<file path="src/rtl/lock_order_cycle_checker_core_macros.svh">
// ----------------------------------------------------------------------------
// lock order cycle checker assertion macros
// shared helpers for concurrent checks, clocked on clk, held off in reset
// ----------------------------------------------------------------------------
`ifndef LOCK_ORDER_CYCLE_CHECKER_CORE_MACROS_SVH
`define LOCK_ORDER_CYCLE_CHECKER_CORE_MACROS_SVH

// same-cycle implication
`define LOCC_ASSERT_IMP(label, ante, cons) \
  label: assert property (@(posedge clk) disable iff (!rst_n) (ante) |-> (cons)) \
    else $error("locc check failed");

// next-cycle implication
`define LOCC_ASSERT_NXT(label, ante, cons) \
  label: assert property (@(posedge clk) disable iff (!rst_n) (ante) |=> (cons)) \
    else $error("locc check failed");

`endif

</file>
<file path="src/rtl/locc_pkg.sv">
// ----------------------------------------------------------------------------
// locc_pkg
// shared constants, status codes and controller/datapath interface types
// ----------------------------------------------------------------------------
`default_nettype none

package locc_pkg;

  localparam int LOCKS       = 64;
  localparam int STACK_DEPTH = 16;
  localparam int LOCK_W      = 6;
  localparam int SCAN_W      = LOCK_W + 1;
  localparam int CNT_W       = $clog2(STACK_DEPTH + 1);
  localparam int HIDX_W      = (STACK_DEPTH > 1) ? $clog2(STACK_DEPTH) : 1;
  localparam int STAT_W      = 3;

  localparam logic CMD_ACQUIRE = 1'b0;
  localparam logic CMD_RELEASE = 1'b1;

  localparam logic [STAT_W-1:0] ST_OK       = 3'd0;
  localparam logic [STAT_W-1:0] ST_EMPTY    = 3'd1;
  localparam logic [STAT_W-1:0] ST_NOT_TOP  = 3'd2;
  localparam logic [STAT_W-1:0] ST_DEADLOCK = 3'd3;
  localparam logic [STAT_W-1:0] ST_FULL     = 3'd4;
  localparam logic [STAT_W-1:0] ST_HALTED   = 3'd5;

  typedef struct packed {
    logic latch;        // capture request
    logic rd_top;       // graph read port on held-stack top
    logic check;        // classify request, edge insert, push or pop
    logic root_next;    // advance search root
    logic root_visit;   // start tree at current root
    logic scan_next;    // advance scan column
    logic descend;      // save here, move to unvisited neighbor
    logic finish_here;  // mark current node finished
    logic pop_node;     // resume parent from search stack
    logic set_deadlock; // record back edge
    logic push_held;    // search clean, push lock
    logic load_out;     // move result into output register
  } cmd_t;

  typedef struct packed {
    logic need_search;
    logic root_end;
    logic root_visited;
    logic scan_end;
    logic bit_set;
    logic there_visited;
    logic there_finished;
    logic depth_zero;
    logic out_free;
  } sts_t;

endpackage

`default_nettype wire

</file>
<file path="src/rtl/locc_ctrl.sv">
// ----------------------------------------------------------------------------
// locc_ctrl
// sequencer for request check and depth-first cycle search
// ----------------------------------------------------------------------------
`default_nettype none

module locc_ctrl (
  input  wire                  clk,
  input  wire                  rst_n,
  input  wire                  in_fire,
  output logic                 in_ready,
  input  wire locc_pkg::sts_t  sts,
  output locc_pkg::cmd_t       cmd
);
  import locc_pkg::*;

  localparam logic [2:0] S_IDLE  = 3'd0;
  localparam logic [2:0] S_CHECK = 3'd1;
  localparam logic [2:0] S_ROOT  = 3'd2;
  localparam logic [2:0] S_LOAD  = 3'd3;
  localparam logic [2:0] S_SCAN  = 3'd4;
  localparam logic [2:0] S_DONE  = 3'd5;

  logic [2:0] state_r, state_nxt;

  assign in_ready = (state_r == S_IDLE);

  always_comb begin
    state_nxt = state_r;
    cmd       = '0;
    case (state_r)
      S_IDLE: begin
        cmd.rd_top = 1'b1;
        if (in_fire) begin
          cmd.latch = 1'b1;
          state_nxt = S_CHECK;
        end
      end
      S_CHECK: begin
        cmd.check = 1'b1;
        state_nxt = sts.need_search ? S_ROOT : S_DONE;
      end
      S_ROOT: begin
        if (sts.root_end) begin
          cmd.push_held = 1'b1;
          state_nxt     = S_DONE;
        end else if (sts.root_visited) begin
          cmd.root_next = 1'b1;
        end else begin
          cmd.root_visit = 1'b1;
          state_nxt      = S_LOAD;
        end
      end
      S_LOAD: state_nxt = S_SCAN;
      S_SCAN: begin
        if (sts.scan_end) begin
          cmd.finish_here = 1'b1;
          if (sts.depth_zero) begin
            cmd.root_next = 1'b1;
            state_nxt     = S_ROOT;
          end else begin
            cmd.pop_node = 1'b1;
            state_nxt    = S_LOAD;
          end
        end else if (sts.bit_set && !sts.there_visited) begin
          cmd.descend = 1'b1;
          state_nxt   = S_LOAD;
        end else if (sts.bit_set && !sts.there_finished) begin
          cmd.set_deadlock = 1'b1;
          state_nxt        = S_DONE;
        end else begin
          cmd.scan_next = 1'b1;
        end
      end
      S_DONE: begin
        if (sts.out_free) begin
          cmd.load_out = 1'b1;
          state_nxt    = S_IDLE;
        end
      end
      default: state_nxt = S_IDLE;
    endcase
  end

  always_ff @(posedge clk) begin
    if (!rst_n) begin
      state_r <= S_IDLE;
    end else begin
      state_r <= state_nxt;
    end
  end

endmodule

`default_nettype wire

</file>
<file path="config.mk">
export PLATFORM = sky130hd
export DESIGN_NAME = locc_ctrl
export DESIGN_NICKNAME = d
export VERILOG_FILES = /design/src/rtl/lock_order_cycle_checker_core_macros.svh /design/src/rtl/locc_pkg.sv /design/src/rtl/locc_ctrl.sv
export SDC_FILE = /design/constraint.sdc
export NUM_CORES = 1
export LEC_CHECK = 0
export ABC_AREA = 0
export BUFFER_PORTS_ARGS = -buffer_cell sky130_fd_sc_hd__buf_2
export CAP_MARGIN = 10
export CORE_AREA = 2 2 39 41
export CTS_CLUSTER_DIAMETER = 40
export DETAILED_ROUTE_END_ITERATION = 8
export DIE_AREA = 0 0 41 43
export MAX_ROUTING_LAYER = met4
export PLACE_DENSITY = 0.61
export SLEW_MARGIN = 25
export SYNTH_ARGS = -nofsm -noshare
export SYNTH_HDL_FRONTEND = slang
export SYNTH_SLANG_ARGS = --single-unit
</file>
<file path="constraint.sdc">
create_clock -name clk -period 2.91 [get_ports clk]
set_input_delay 0.1455 -clock clk [delete_from_list [all_inputs] [get_ports clk]]
set_output_delay 0.1455 -clock clk [all_outputs]
set_load 0.05 [all_outputs]
</file>
==> qor.yml <==
ios: 25
antenna_found_initial: 0
synth_area_leaders: "dfxtp_1 18%, nor3_1 5.9%, inv_1 5.5%"
hold_path_class: "primary input to flop"
place_hpwl_microns: 674
critPathLaunch: "state_r[1]$_SDFFE_PN0P_"
yosys.area.top_type: "dfxtp_1"
path_class: "flop to primary output"
synthTopCellsByCount: "5 x inv_1, 4 x nand2_1, 4 x nor3_1"
wl_per_cell_microns: 9.36
fin_tns_setup_ps: 0
postCtsSetupBuffers: 0
globalplace.congestion: 0.652
clk_path_buf_depth: 2
ff2ff_path_depth: 4
cts.clk_slew.worst_paths_ps: 40
regToRegSetupSlack_ps: 1330
regMostFlops: "state_r"
drc: 0
max_cap_violations: 0
dpl-instance-area_sq_um: 459
cts.sinks: 3
h-tree-depth: 1
fin_crit_sh: 0.648
synth_warnings: 0
dieHeight_microns: 43
num_rows: 14
wl_microns: 814
ys_types: 29
fin_area_sq_um: 485
fp.coreArea_sq_um: 1380
final-setup-viol-count: 0
initial_core_util: 0.247
tightest_slew_ps: 456
async_flop_share: 0
largest_register_ffs: 3
period_minus_slack_ps: 1890
first_global_vias: 342
path_max_fanout: 10
yosys.area.top_type_share: 0.176
port_buffers: 24
fmax_mhz: 530
synth.cell_area_sq_um: 342
min_delay_path_depth: 2
num_vias: 399
critPathArrivalTime_ps: 1740
min_to: "state_r[1]$_SDFFE_PN0P_"
start_kind: "flop"
syn_inst: 46
r2r-end: "state_r[0]$_SDFFE_PN0P_"
syn_nets: 58
ir_drop_mv: 0.407
grt_use_total: 0.110
ys_seq_area_frac: 0.176
post_cts_resized: 0
cts_root_buf: "clkbuf_4"
rsz0062_at_grt: "no"
drt_iter0_markers: 0
die_area_sq_um: 1760
finalHoldViolations: 0
yosys.cell_count.top_type: "inv_1"
cpPeakStageDelay_ps: 530
drive_above_1_share: 0.451
cts_made_buffers: 3
clock_skew_ps: 0.743
synth_edf_count: 0
ctsHoldBuffers: 0
status: "finished, final reports clean"
fill_cells: 162
top_regs: "state_r: 3 flops"
tritoncts: "yes"
area_growth_pct: 42.1
fin_total_pwr_uw: 443
layout.nets: 84
globalRouteOverflowTotal: 0
whs_ps: 166
cpMaxStageDelayCell: "dfxtp_1"
avgSynthCellArea_sq_um: 7.43
cp_cell_sequence: "nand2b_4, or4b_4, o21ai_0, buf_2"
dieWidth_microns: 41
drtPass1Iterations: 1
drv_slew: 0
slew_headroom: 0.696
grt_max_degree: 15
synth_top_flop_cell: "dfxtp_1"
clk_latency_ps: 230
r2r_start: "state_r[1]$_SDFFE_PN0P_"
grt_pass1_wl_mm: 1.23
vias_per_cell: 4.59
power.leakage_uw: 0.000270
crit_required_ps: 2760
p_per_area_nw_per_um2: 913
min_from: "rst_n"
ant_nets: 0
end_kind: "primary output"
antennaDiodeCount: 0
ys_ff_latch: 3
## cell type report
class                   instances  area, sq um  area share
flip-flops and latches          3         60.1       0.124
clock buffers                   4         26.3      0.0541
repair buffers                 24          120       0.247
inverters                       5         18.8      0.0387
well taps                      16         20.0      0.0412
multi-input cells              35          240       0.495
## stage by stage
stage	util	cells	setup WS (ps)
detailed placement	0.332	83	1270
global placement	0.332	83	1280
global route	0.351	87	922
floorplan	-	46	681
finish	0.351	87	1020
CTS	0.351	87	1010
## placed cells by master, fill, tap and decap left out, drive strengths merged
cell type	count
nor2	2
or2b	1
a21o	2
o21ai	2
o211a	1
or4b	1
clkbuf	4
and3	1
nor2b	2
buf	24
inv	5
nand3b	1
and2	1
dfxtp	3
nor4	1
nand3	1
o311a	1
o21a	1
o41ai	1
nor3b	1
a22oi	1
a21oi	1
nand2b	2
o22ai	2
nor3	5
nand2	4
## logic make-up (layout without fill, tap and decap cells)
group | Yosys count | after routing | share of synthesized area
buffers and inverters | 8 | 33 | 0.121
AOI/OAI and AO/OA | 12 | 12 | 0.253
DFF | 3 | 3 | 0.176
and+or+nand+nor | 23 | 23 | 0.451
## worst max-delay path by stage
stage / endpoint / slack, ps / depth (start not counted)
2_1_floorplan: cmd[7] / 680 / 2
3_3_place_gp: cmd[8] / 1280 / 4
4_1_cts: cmd[8] / 1010 / 4
5_1_grt: cmd[8] / 920 / 4
3_5_place_dp: cmd[8] / 1270 / 4
6_report: cmd[8] / 1020 / 4
## layer usage
metal / part of all wire / wire (microns) / GRT usage / vias to the layer above
li1: - / - / - / 214
met1: 0.41 / 330 / 0.0831 / 174
met2: 0.52 / 423 / 0.188 / 11
met3: 0.075 / 61 / 0.0314 / 0
met4: 0 / 0 / 0.100 / 0
met5: 0 / 0 / - / -
## worst max-delay path, delay by kind of cell (launching register included)
family,cells,cell delay (ps)
simple gates,2,620
flops,1,530
buf+inv,1,280
compound gates,1,80
## power breakdown
| group | internal, uW | switching, uW | total [uW] |
|---|---|---|---|
| combinational | 89.1 | 193 | 282 |
| sequential | 54.3 | 34.3 | 88.6 |
| clock | 51.4 | 21.3 | 72.7 |
| total | 195 | 248 | 443 |
(Power assumes the default switching activity.)
